<file path="src/design/tsmr_pkg.sv">
// Shared constants, types and helper functions of the tensor sum and mean reduction block.
package tsmr_pkg;

	// Sizes of the tensor and of the arithmetic.
	localparam int MAX_COLS     = 64;
	localparam int MAX_ROWS     = 1024;
	localparam int MAX_CHANNELS = 1024;
	localparam int SAMPLE_BITS  = 16;
	localparam int ACC_BITS     = 48;

	// Widths of the configured counts and of the position counters.
	localparam int CNT_BITS    = 11;
	localparam int COLCNT_BITS = 7;
	localparam int ROW_BITS    = 10;
	localparam int COL_BITS    = $clog2(MAX_COLS);
	localparam int CH_BITS     = 10;

	// Divisor widths: rows times columns, and rows times columns times channels.
	localparam int RC_BITS  = 17;
	localparam int DIV_BITS = 27;

	// Configuration port.
	localparam int CFG_IDX_BITS  = 3;
	localparam int CFG_DATA_BITS = 11;
	localparam logic [CFG_IDX_BITS-1:0] REG_MODE          = 3'd0;
	localparam logic [CFG_IDX_BITS-1:0] REG_REDUCE_OP     = 3'd1;
	localparam logic [CFG_IDX_BITS-1:0] REG_ROW_COUNT     = 3'd2;
	localparam logic [CFG_IDX_BITS-1:0] REG_COL_COUNT     = 3'd3;
	localparam logic [CFG_IDX_BITS-1:0] REG_CHANNEL_COUNT = 3'd4;

	// Reduction modes and operations.
	localparam logic [1:0] MODE_PASS   = 2'd0;
	localparam logic [1:0] MODE_TENSOR = 2'd1;
	localparam logic [1:0] MODE_CHAN   = 2'd2;
	localparam logic [1:0] MODE_COL    = 2'd3;
	localparam logic       SUM         = 1'b0;
	localparam logic       MEAN        = 1'b1;

	localparam logic signed [ACC_BITS-1:0] ACC_MAX = {1'b0, {(ACC_BITS-1){1'b1}}};
	localparam logic signed [ACC_BITS-1:0] ACC_MIN = {1'b1, {(ACC_BITS-1){1'b0}}};

	// One result as it leaves the block.
	typedef struct packed {
		logic signed [ACC_BITS-1:0] value;
		logic [CH_BITS-1:0]         channel_index;
		logic [COL_BITS-1:0]        column_index;
		logic                       last;
	} result_t;

	// Request to and response from the iterative divider.
	typedef struct packed {
		logic                       start;
		logic signed [ACC_BITS-1:0] dividend;
		logic [DIV_BITS-1:0]        divisor;
	} div_req_t;

	typedef struct packed {
		logic                       busy;
		logic                       done;
		logic signed [ACC_BITS-1:0] quotient;
	} div_rsp_t;

	// Adds a sample to an accumulator, clamping to the accumulator range.
	function automatic logic signed [ACC_BITS-1:0] sat_add(
		input logic signed [ACC_BITS-1:0]    a,
		input logic signed [SAMPLE_BITS-1:0] b
	);
		logic signed [ACC_BITS:0] s;
		s = (ACC_BITS+1)'(a) + (ACC_BITS+1)'(b);
		if (s[ACC_BITS] != s[ACC_BITS-1]) begin
			return s[ACC_BITS] ? ACC_MIN : ACC_MAX;
		end
		return s[ACC_BITS-1:0];
	endfunction

	// A count of zero acts as one, a count above the limit acts as the limit.
	function automatic logic [CNT_BITS-1:0] clamp_size(
		input logic [CNT_BITS-1:0] v,
		input logic [CNT_BITS-1:0] lim
	);
		if (v == '0) begin
			return CNT_BITS'(1);
		end
		return (v > lim) ? lim : v;
	endfunction

endpackage

</file>
<file path="src/design/tsmr_col_ram.sv">
// Column sum store: one write port and one read port with registered read data.
module tsmr_col_ram
	import tsmr_pkg::*;
(
	input  logic                       clk,
	input  logic                       wr_en,
	input  logic [COL_BITS-1:0]        wr_addr,
	input  logic signed [ACC_BITS-1:0] wr_data,
	input  logic                       rd_en,
	input  logic [COL_BITS-1:0]        rd_addr,
	output logic signed [ACC_BITS-1:0] rd_data
);

	logic signed [ACC_BITS-1:0] mem_q [MAX_COLS];
	logic signed [ACC_BITS-1:0] rd_data_q;

	// Write port.
	always_ff @(posedge clk) begin
		if (wr_en) begin
			mem_q[wr_addr] <= wr_data;
		end
	end

	// Read port; the data holds until the next read.
	always_ff @(posedge clk) begin
		if (rd_en) begin
			rd_data_q <= mem_q[rd_addr];
		end
	end

	assign rd_data = rd_data_q;

endmodule

</file>
<file path="config.mk">
export PLATFORM = sky130hd
export DESIGN_NAME = tsmr_col_ram
export DESIGN_NICKNAME = d
export VERILOG_FILES = /design/src/design/tsmr_pkg.sv /design/src/design/tsmr_col_ram.sv
export SDC_FILE = /design/constraint.sdc
export NUM_CORES = 2
export LEC_CHECK = 0
export BUFFER_PORTS_ARGS = -buffer_cell sky130_fd_sc_hd__buf_4
export CELL_PAD_IN_SITES_DETAIL_PLACEMENT = 1
export CELL_PAD_IN_SITES_GLOBAL_PLACEMENT = 1
export CORE_UTILIZATION = 50
export CTS_BUF_LIST = sky130_fd_sc_hd__clkbuf_16
export DETAILED_ROUTE_END_ITERATION = 8
export GPL_TIMING_DRIVEN = 0
export MAX_ROUTING_LAYER = met4
export PLACE_DENSITY = 0.78
export SYNTH_ARGS = -nofsm -noshare
export SYNTH_HDL_FRONTEND = slang
export SYNTH_SLANG_ARGS = --single-unit
</file>
<file path="constraint.sdc">
create_clock -name clk -period 8 [get_ports clk]
set_input_delay 2 -clock clk [delete_from_list [all_inputs] [get_ports clk]]
set_output_delay 2 -clock clk [all_outputs]
set_load 0.05 [all_outputs]
</file>
Word-level counts from Yosys, hierarchy flattened:

Memory sizes are Yosys's and may differ from the RTL's. A register that Yosys moved wholly into a read port is not among the register bits.
Cells that the tools add are included.

* add/sub/neg operators: 0
* multiply operators: 0
* divide/modulo/power cells: 0
* $lt $le $gt $ge: 0
* equal/unequal tests: 0
* shift-type cells: 0
* muxes and demuxes: 2
* bitwise logic cells: 0
* reductions and logical operators: 0

Operator list (count)
* $mux W1: 2

* register bits: 0
* bits in latches: 0
* bits in writable memories: 3072
* ROM bits: 0
* bits of input ports: 63
* output and inout port bits: 48
* memories kept: 1

Memory list
* mem_q: words 64, bits a word 48, rd ports 1, clocked after Yosys merged registers in 1, wr ports 1, line tsmr_col_ram.sv:14 `logic signed [ACC_BITS-1:0] mem_q [MAX_COLS];`

Depth between registers and ports, before layout:

* word-level depth: 2
* depth in mapped cells: 9
* depth with buffers taken out: 5

Least setup slack after synthesis:

OpenSTA, ideal clock, no wires.

* path kind: input port to flip-flop
* from: input wr_addr[3]
* to: memory mem_q[48][0], enable pin
* setup time: 513 ps
* arrival time: 5772 ps
* data required time: 7487 ps
* slack: 1715 ps
* stages on the path: 4
* buffers on the path: 1
* path through: clkbuf_1 > nor2b_1 > nand4b_1 > nor3_1

RTL lines
* start: declaration: line tsmr_col_ram.sv:7 `input logic [COL_BITS-1:0] wr_addr,`
* end: declaration: line tsmr_col_ram.sv:14

Straight into the memory's write port.

==> results.py <==
metrics = {
    "run_status": {
        "outcome": "complete, no violations",
    },
    "die": {
        "die_h_um": 487.0,
        "dieArea_sq_mm": 0.2371,
        "num_rows": 177,
        "ios": 111,
        "die_x_um": 487.0,
        "coreArea_sq_mm": 0.2332,
        "initial_core_util": 0.5043,
    },
    "logic_synthesis": {
        "syn_avg_cell_area_sq_um": 23.66,
        "syn_area_sq_mm": 0.1176,
        "synth_top_area_frac": 0.7967,
        "synth_edf_count": 3120,
        "synth_cells": 4970,
        "ys_seq_area_frac": 0.7967,
        "ys_top_cells_by_count": "3,120 x edfxtp_1, 754 x mux4_2, 132 x nor2_1",
        "ys_seq_elements": 3120,
        "synth_top_area_cell": "edfxtp_1",
        "synth_most_common_cell": "edfxtp_1",
        "synth-main-ff-cell": "edfxtp_1",
        "synth.distinct_cells": 35,
        "yosysWarnings": 0,
        "synthArstFlopShare": 0,
        "synth.area.top_cells": "edfxtp_1 80%, mux4_2 14%, o22ai_1 0.65%",
        "syn-num-nets": 5033,
    },
    "place": {
        "routabilityCongestion": 0.8457,
        "dpl.hpwl_um": 234000,
        "io_buffers": 102,
        "place_area_sq_mm": 0.1259,
    },
    "setup_path": {
        "critPathArrivalTime_ns": 6.04,
        "worst-path-max-fanout": 10,
        "r2r_slack_ns": 5.19,
        "crit_required_ns": 8.57,
        "critPathKind": "in -> reg",
        "critPathCaptureType": "flip-flop",
        "startpoint_type": "primary input",
    },
    "cts": {
        "clk_latency_ns": 0.96,
        "cts-root-buf": "clkbuf_16",
        "cts.sinks": 3120,
        "clk_path_buf_depth": 4,
        "h-tree-depth": 5,
        "cts_made_buffers": 318,
        "cts_tree": "yes",
        "cts_setup_buffers": 0,
        "ctsHoldBuffers": 0,
        "post_cts_resized": 0,
        "cts.reportedPaths.clkPinSlew_ns": 0.06,
    },
    "route": {
        "routed_wl_um": 377100,
        "ant_nets": 0,
        "post_drt_wl_per_cell_um": 42.27,
        "drcViolationCount": 0,
        "vias_per_cell": 6.976,
        "num_vias": 62240,
        "dr.pass1.iters": 5,
        "drt_iter0_markers": 11040,
    },
    "timing": {
        "finalHoldViolCount": 0,
        "max_freq_mhz": 182.6,
        "tightest_slew_ns": 1.485,
        "rsz0062_at_grt": "false",
        "setup_viol": 0,
        "slew_viol_final": 0,
        "min_period_over_period": 0.6845,
        "relSlewSlack": 0.009705,
        "finClkSkew_ns": 0.06136,
        "worst_hold_slack_ns": 1.073,
        "period_minus_slack_ns": 5.476,
    },
    "global_route": {
        "grt_pass1_vias": 63440,
        "grt_max_degree": 65,
        "grt.total_usage": 0.3282,
        "antenna_found_initial": 23,
        "grt_pass1_wl_um": 514800,
        "overflow": 0,
    },
    "power": {
        "p_per_area_mw_per_mm2": 256.7,
        "vdd_drop_max_v": 0.0002217,
        "p_leak_uw": 0.04253,
        "power_uw": 34920,
    },
    "finish": {
        "drive_above_1_share": 0.2948,
        "design_area_sq_mm": 0.1360,
        "nFillCells": 19050,
        "layout-area-overhead-vs-synth_pct": 15.69,
        "nNetsFinal": 5610,
    },
    "job": {
        "cap_violations": 0,
    },
    "min_path": {
        "min-delay-path-class": "reg -> reg",
    },
}
-- sequential cells by signal, indices dropped and copies added, names as in the netlist --
signal	cells
mem_q	3072
rd_data	48
-- critical path, cell delays in order --
cell and delay [ns]:
buf_2 0.21, buf_4 0.36, buf_4 0.41, buf_2 0.51
nand3b_1 0.79, o221ai_1 0.64, a21oi_1 0.17, a21oi_1 0.62
a221oi_1 0.25
-- power breakdown --
group,switching [uW],internal (uW),leakage (uW)
clock network,6280,8500,0.00513
registers,43.8,18100,0.0281
logic,1370,607,0.00930
total,7690,27200,0.0425
-- placed cells by master (no fill, tap or decap), types with 12 or more instances in the layout --
cell / n
a211oi_1: 32
a21oi_1: 74
a221oi_1: 83
a22o_1: 57
a22oi_1: 72
buf_1: 12
buf_12: 111
buf_16: 29
buf_2: 98
buf_4: 165
buf_6: 24
bufinv_16: 37
clkbuf_1: 97
clkbuf_16: 323
clkinv_1: 59
clkinv_2: 46
clkinvlp_4: 13
diode_2: 16
edfxtp_1: 3120
inv_1: 58
mux2_2: 12
mux2i_1: 63
mux4_2: 754
nand2_1: 55
nor2_1: 70
nor2_4: 62
nor2b_1: 24
o221ai_1: 28
o22ai_1: 122
-- per-layer routing --
metal / routed length (um) / up-vias / global-route usage
li1: - / 22710 / -
met1: 129400 / 32770 / 0.4247
met5: 0 / - / -
met4: 22020 / 0 / 0.1557
met3: 49870 / 1074 / 0.07544
met2: 175800 / 5689 / 0.4962
-- logic make-up (layout without fill, tap and decap cells) --
kind of cell	count (synthesis)	count (layout)	synth area share
mux	829	829	0.1509
simple gates	253	253	0.009533
flops	3120	3120	0.7967
other cells	0	16	0
buf+inv	282	1086	0.01274
compound gates	486	486	0.03012
-- metrics by stage --
step                  util  setup slack (ns)  TNS (ns)  std cells
global placement    0.5244            -3.347  -1116.02       8204
finish              0.5834             2.524         0       8922
global route        0.5833             2.693         0       8918
CTS                 0.5831             2.726         0       8905
detailed placement  0.5400             1.802         0       8358
floorplan                -             1.715         0       4970
-- path summary, 6_finish.rpt --
| check | from | end | depth (start not counted) |
|---|---|---|---|
| min reg2reg | mem_q[34][7] | rd_data[7] | 5 |
| max | rd_addr[1] | rd_data[22] | 9 |
| max reg2reg | mem_q[44][41] | rd_data[41] | 5 |
| min | mem_q[34][7] | rd_data[7] | 5 |
-- area by class of cell --
| type | count | area (sq um) | area share |
|---|---|---|---|
| sequential | 3120 | 93690 | 0.6887 |
| multi-input combinational | 1568 | 22890 | 0.1682 |
| clock buffer | 323 | 8083 | 0.05941 |
| timing repair buffer | 257 | 3955 | 0.02907 |
| tap | 3132 | 3919 | 0.02880 |
| clock inverter | 224 | 1974 | 0.01451 |
| buffer | 282 | 1499 | 0.01102 |
| antenna | 16 | 40.04 | 0.0002943 |
No activity file was read; power rests on OpenSTA's default activity.
