## src/design/tsmr_pkg.sv

```systemverilog
// Shared constants, types and helper functions of the tensor sum and mean reduction block.
package tsmr_pkg;

	// Sizes of the tensor and of the arithmetic.
	localparam int MAX_COLS     = 64;
	localparam int MAX_ROWS     = 1024;
	localparam int MAX_CHANNELS = 1024;
	localparam int SAMPLE_BITS  = 16;
	localparam int ACC_BITS     = 48;

	// Widths of the configured counts and of the position counters.
	localparam int CNT_BITS    = 11;
	localparam int COLCNT_BITS = 7;
	localparam int ROW_BITS    = 10;
	localparam int COL_BITS    = $clog2(MAX_COLS);
	localparam int CH_BITS     = 10;

	// Divisor widths: rows times columns, and rows times columns times channels.
	localparam int RC_BITS  = 17;
	localparam int DIV_BITS = 27;

	// Configuration port.
	localparam int CFG_IDX_BITS  = 3;
	localparam int CFG_DATA_BITS = 11;
	localparam logic [CFG_IDX_BITS-1:0] REG_MODE          = 3'd0;
	localparam logic [CFG_IDX_BITS-1:0] REG_REDUCE_OP     = 3'd1;
	localparam logic [CFG_IDX_BITS-1:0] REG_ROW_COUNT     = 3'd2;
	localparam logic [CFG_IDX_BITS-1:0] REG_COL_COUNT     = 3'd3;
	localparam logic [CFG_IDX_BITS-1:0] REG_CHANNEL_COUNT = 3'd4;

	// Reduction modes and operations.
	localparam logic [1:0] MODE_PASS   = 2'd0;
	localparam logic [1:0] MODE_TENSOR = 2'd1;
	localparam logic [1:0] MODE_CHAN   = 2'd2;
	localparam logic [1:0] MODE_COL    = 2'd3;
	localparam logic       SUM         = 1'b0;
	localparam logic       MEAN        = 1'b1;

	localparam logic signed [ACC_BITS-1:0] ACC_MAX = {1'b0, {(ACC_BITS-1){1'b1}}};
	localparam logic signed [ACC_BITS-1:0] ACC_MIN = {1'b1, {(ACC_BITS-1){1'b0}}};

	// One result as it leaves the block.
	typedef struct packed {
		logic signed [ACC_BITS-1:0] value;
		logic [CH_BITS-1:0]         channel_index;
		logic [COL_BITS-1:0]        column_index;
		logic                       last;
	} result_t;

	// Request to and response from the iterative divider.
	typedef struct packed {
		logic                       start;
		logic signed [ACC_BITS-1:0] dividend;
		logic [DIV_BITS-1:0]        divisor;
	} div_req_t;

	typedef struct packed {
		logic                       busy;
		logic                       done;
		logic signed [ACC_BITS-1:0] quotient;
	} div_rsp_t;

	// Adds a sample to an accumulator, clamping to the accumulator range.
	function automatic logic signed [ACC_BITS-1:0] sat_add(
		input logic signed [ACC_BITS-1:0]    a,
		input logic signed [SAMPLE_BITS-1:0] b
	);
		logic signed [ACC_BITS:0] s;
		s = (ACC_BITS+1)'(a) + (ACC_BITS+1)'(b);
		if (s[ACC_BITS] != s[ACC_BITS-1]) begin
			return s[ACC_BITS] ? ACC_MIN : ACC_MAX;
		end
		return s[ACC_BITS-1:0];
	endfunction

	// A count of zero acts as one, a count above the limit acts as the limit.
	function automatic logic [CNT_BITS-1:0] clamp_size(
		input logic [CNT_BITS-1:0] v,
		input logic [CNT_BITS-1:0] lim
	);
		if (v == '0) begin
			return CNT_BITS'(1);
		end
		return (v > lim) ? lim : v;
	endfunction

endpackage

```

## src/design/tsmr_div.sv

```systemverilog
// Iterative signed divider that truncates toward zero, one quotient bit per cycle.
module tsmr_div
	import tsmr_pkg::*;
(
	input  logic     clk,
	input  logic     arst_n,
	input  div_req_t req,
	output div_rsp_t rsp
);

	localparam int STEP_BITS = $clog2(ACC_BITS);

	logic                      busy_q;
	logic                      done_q;
	logic                      neg_q;
	logic [ACC_BITS-1:0]       quo_q;
	logic [DIV_BITS-1:0]       rem_q;
	logic [DIV_BITS-1:0]       den_q;
	logic [STEP_BITS-1:0]      step_q;
	logic [DIV_BITS:0]         shifted;
	logic [DIV_BITS+1:0]       trial;
	logic                      borrow;

	// One restoring step: bring down the next dividend bit and try the subtraction.
	always_comb begin
		shifted = {rem_q, quo_q[ACC_BITS-1]};
		trial   = {1'b0, shifted} - {2'b00, den_q};
		borrow  = trial[DIV_BITS+1];
	end

	// Control of the iteration.
	always_ff @(posedge clk or negedge arst_n) begin
		if (!arst_n) begin
			busy_q <= 1'b0;
			done_q <= 1'b0;
			step_q <= '0;
		end else begin
			done_q <= 1'b0;
			if (req.start) begin
				busy_q <= 1'b1;
				step_q <= STEP_BITS'(ACC_BITS - 1);
			end else if (busy_q) begin
				step_q <= step_q - STEP_BITS'(1);
				if (step_q == '0) begin
					busy_q <= 1'b0;
					done_q <= 1'b1;
				end
			end
		end
	end

	// Operands: the magnitude register turns into the quotient bit by bit.
	always_ff @(posedge clk) begin
		if (req.start) begin
			neg_q <= req.dividend[ACC_BITS-1];
			quo_q <= req.dividend[ACC_BITS-1] ? ACC_BITS'(-req.dividend) : req.dividend;
			rem_q <= '0;
			den_q <= req.divisor;
		end else if (busy_q) begin
			quo_q <= {quo_q[ACC_BITS-2:0], ~borrow};
			rem_q <= borrow ? shifted[DIV_BITS-1:0] : trial[DIV_BITS-1:0];
		end
	end

	assign rsp.busy     = busy_q;
	assign rsp.done     = done_q;
	assign rsp.quotient = neg_q ? -$signed(quo_q) : $signed(quo_q);

endmodule

```

## config.mk

```make
export PLATFORM = sky130hd
export DESIGN_NAME = tsmr_div
export DESIGN_NICKNAME = d
export VERILOG_FILES = /design/src/design/tsmr_pkg.sv /design/src/design/tsmr_div.sv
export SDC_FILE = /design/constraint.sdc
export NUM_CORES = 1
export LEC_CHECK = 0
export BUFFER_PORTS_ARGS = -buffer_cell sky130_fd_sc_hd__buf_4
export CORE_MARGIN = 2
export CORE_UTILIZATION = 51
export DETAILED_ROUTE_END_ITERATION = 16
export PLACE_DENSITY = 0.76
export SYNTH_ARGS = -nofsm -noshare
export SYNTH_HDL_FRONTEND = slang
export SYNTH_SLANG_ARGS = --single-unit
```

## constraint.sdc

```tcl
create_clock -name clk -period 3.15 [get_ports clk]
set_input_delay 0.1575 -clock clk [delete_from_list [all_inputs] [get_ports clk]]
set_output_delay 0.1575 -clock clk [all_outputs]
set_load 0.05 [all_outputs]
```

### Yosys cells after proc, flatten, opt, wreduce, memory -nomap -nowiden

Index checks and enable logic that the tools add are counted.

* flip-flop bits (word level): 111
* input bits: 78
* output and inout bits: 50
* word-level logic and storage cells: 27

* $add $sub $neg: 4
* mux-type cells: 13
* bitwise operators: 1
* reductions and logical operators: 2

Operator list (count)
* $mux 48: 4
* $neg 48->48: 2
* $sub 28x27->29: 1
* $mux 27: 1
* $mux 6: 2
* $logic_not 6->1: 1
* $mux 1: 6
* $sub 6x1->6 const B: 1
* $reduce_bool 2->1: 1
* $not 1->1: 1

### Logic depth before layout (Yosys ltp)

* depth in word-level cells: 4
* mapped depth: 14

### Least setup slack after synthesis

Ideal clock, no wire load.

* path kind: register -> output
* start point: register quo_q[12]
* end point: output rsp[47] (netlist bit)
* arrival time: 3.573 ns
* required time: 2.992 ns
* path slack: -0.581 ns
* cell stages (with the launch flop): 9
* buffers on the path: 0
* path through: edfxtp_1 -> or4_1 -> or3_4 -> nor4b_4 -> nand3_1 -> or4_4 -> or3_1 -> o21a_1 -> xnor2_1

RTL lines
* start: declaration: RTL line tsmr_div.sv:16 `logic [ACC_BITS-1:0] quo_q;`
* start signal: assignment: RTL line tsmr_div.sv:56 `quo_q <= req.dividend[ACC_BITS-1] ? ACC_BITS'(-req.dividend) : req.dividend;`
* start signal: assignment: RTL line tsmr_div.sv:60 `quo_q <= {quo_q[ACC_BITS-2:0], ~borrow};`
* end: declaration: RTL line tsmr_div.sv:8 `output div_rsp_t rsp`

==> reports/metrics.cfg <==
[floorplanning]
die_area_mm2 = 0.0162
io-pin-count = 128
initial_core_util_pct = 51.6
fp.dieW_um = 127
coreArea_mm2 = 0.0150
die_height_um = 127
row_count = 45

[pwr]
combPwrFrac_pct = 50.2
internal_power_w = 0.00382
seqPwrFrac_pct = 32.5
switching_share_pct = 41.2
clockPowerShare_pct = 17.3
p_per_area_mw_per_mm2 = 631
power_leakage_nw = 4.26
ir_drop_mv = 0.329
p_switching_w = 0.00268

[cells_and_area]
drive_above_1_share_pct = 27.1
nFillCells = 1197
area_delta_synth_final_pct = 32.9
nets = 1150
diodes = 0
postLayoutCoreUtil_pct = 68.5
design_area_mm2 = 0.0103

[grt]
gr-total-overflow = 0
grt_pass1_wl_um = 32200
antenna_found_initial = 0
grt_usage_pct = 24.6
grt_pass1_vias = 6741
grt_max_degree = 73

[placed_design]
dpl.hpwl_um = 13900
dp_slack_ns = -0.334
io_buffers = 127
gp_congestion = 0.873
placed_cell_area_mm2 = 0.00947

[route]
first_iter_violations = 559
antenna_left = 0
vias = 6974
wl_per_cell_um = 15.8
wirelength_um = 19500
drc = 0
drt-vias-per-instance = 5.66
firstDrtPassIters = 5

[run_status]
violations = negative setup slack
status = complete, but fails checks

[critical_path]
startpoint_type = flop
cp.required_ns = 2.99
crit_fanout = 4
cp_data_arrival_time_ns = 3.61
worstSetupPathType = flop to output port
end_kind = output port

[sta]
fin_crit_ns = 3.77
setup_tns_ns = -10.23
skew_ns = 0.00790
hold_viol = 0
tightestPinTransition_ns = 1.16
clock.fmax_ghz = 0.266
grt_setup_unrepaired = yes
period_share_pct = 120
final-max-slew-violation-count = 0
relSlewSlack_pct = 22.9
finalWorstSetupSlack_ns = -0.616
setup_viol = 22

[yosys]
synth_nets = 961
synth_top_area_share_pct = 29.4
async_flop_share_pct = 7.21
netlist_top_cells_area = edfxtp_1, xnor2_1, dfxtp_1, xor2_1, ha_1
synth-seq-area-share_pct = 39.0
syn_area_mm2 = 0.00775
yosys_warnings = 0
synth_seq_cells = 111
synth.distinct_cells = 61
synth_top_cell_by_area = edfxtp_1
synth_ff_type = edfxtp_1
avgSynthCellArea_um2 = 9.11
synth_cells = 851
synth_edf_count = 76

[clock_network]
cts_buffers = 9
cts-root-buf = clkbuf_16
cts_tree = yes
cts_buffer_depth = 2
htreeDepth = 3
cts.sinks = 111
clk_pin_slew_worst_paths_ns = 0.08
clk_latency_ns = 0.36

[run]
cap_viol_max_count = 0

[min_path]
hold_path_class = input pin to async pin

-- synth_stat cells (all sizes together), types with 10 or more instances --
master  number
nor2        96
edfxtp      76
a21oi       74
xnor2       63
o21ai       55
nand2       53
xor2        50
inv         44
clkbuf      33
ha          31
o31ai       28
dfxtp       27
or3         26
a211oi      23
nand2b      14
o41ai       13
or4         13
mux2i       12
a21o        10
buf         10
mux2        10
nand3       10
-- final cells by class --
type | count | area, um^2 | share of cell area, %
clock inverters | 7 | 53.8 | 0.522
inverters | 44 | 165 | 1.60
clock buffers | 9 | 225 | 2.19
flip-flops and latches | 111 | 3020 | 29.4
repair buffers | 221 | 1800 | 17.5
well taps | 188 | 235 | 2.28
multi-input cells | 653 | 4790 | 46.5
-- power by group through the flow --
stage                     Clock [W]  Sequential (W)  Combinational [W]
after floorplan                   0         0.00206            0.00231
after global placement            0         0.00211            0.00306
after detailed placement          0         0.00213            0.00310
after CTS                   0.00114         0.00211            0.00319
after global routing        0.00120         0.00215            0.00357
final                       0.00113         0.00211            0.00326
-- metrics by stage --
step	hold slack (ns)	std cells	total power, W
finish	0.147	1233	0.00650
global route	0.168	1233	0.00692
CTS	0.145	1226	0.00644
detailed placement	-0.0178	1182	0.00523
global placement	-0.0206	1182	0.00517
floorplan	-0.138	851	0.00438
-- layer usage --
metal	track usage [%]	routed length, um	vias to the layer above
met5	0	0	-
met4	9.18	463	0
met3	2.55	736	31
met2	41.4	9640	177
met1	32.9	8700	3315
li1	-	-	3451
-- logic make-up after synthesis --
kind of cell,after synthesis,share of synthesized area [%]
fa+ha+maj,32,5.26
buf+inv,87,4.37
mux,22,3.00
flops,111,39.0
compound gates,234,19.4
simple gates,252,16.2
xor+xnor,113,12.8
-- state kept, by name (all words and copies together), names as in the netlist --
register and count:
rem_q 27, neg_q 1, busy_q 1, quo_q 48, den_q 27, step_q 6
done_q 1
-- worst max-delay path, stage by stage (launching register included) --
cell      delay, ns
edfxtp_1       0.40
or4_4          0.55
or3_4          0.36
nor4b_4        0.33
nand3_2        0.12
or4_4          0.47
or3_4          0.43
o41ai_4        0.27
xnor2_2        0.15
buf_6          0.17
-- final timing paths --
path,from,to,cells past startpoint,slack [ns]
worst max-delay path,quo_q[13],rsp[45],9,-0.62
worst min-delay path,arst_n,done_q,2,0.15
worst max register to register,den_q[13],rem_q[25],13,0.17
worst min register to register,rem_q[10],rem_q[10],2,0.50
max in group asynchronous,arst_n,busy_q,2,2.86
min in group clk,req[57],quo_q[30],3,0.19
-- timing repair --
item | 4_1_cts | 5_1_grt
buffers inserted | 0 | 7
cloned | 0 | 0
pin swaps | 6 | 5
endpoints found under the hold margin | 35 | 0
gates resized for setup | 34 | 14
hold buffers | 28 | 0
endpoints found under the setup margin | 22 | 48
-- layout by cell type, fill, tap and decap left out, drive strengths merged, types with 31 or more instances in the layout --
cell type  netlist  layout
buf             10     193
nor2            96      96
edfxtp          76      76
a21oi           74      74
xnor2           63      63
o21ai           55      55
nand2           53      53
xor2            50      50
inv             44      48
ha              31      31
Note: power is estimated with default switching activity, not from simulation.
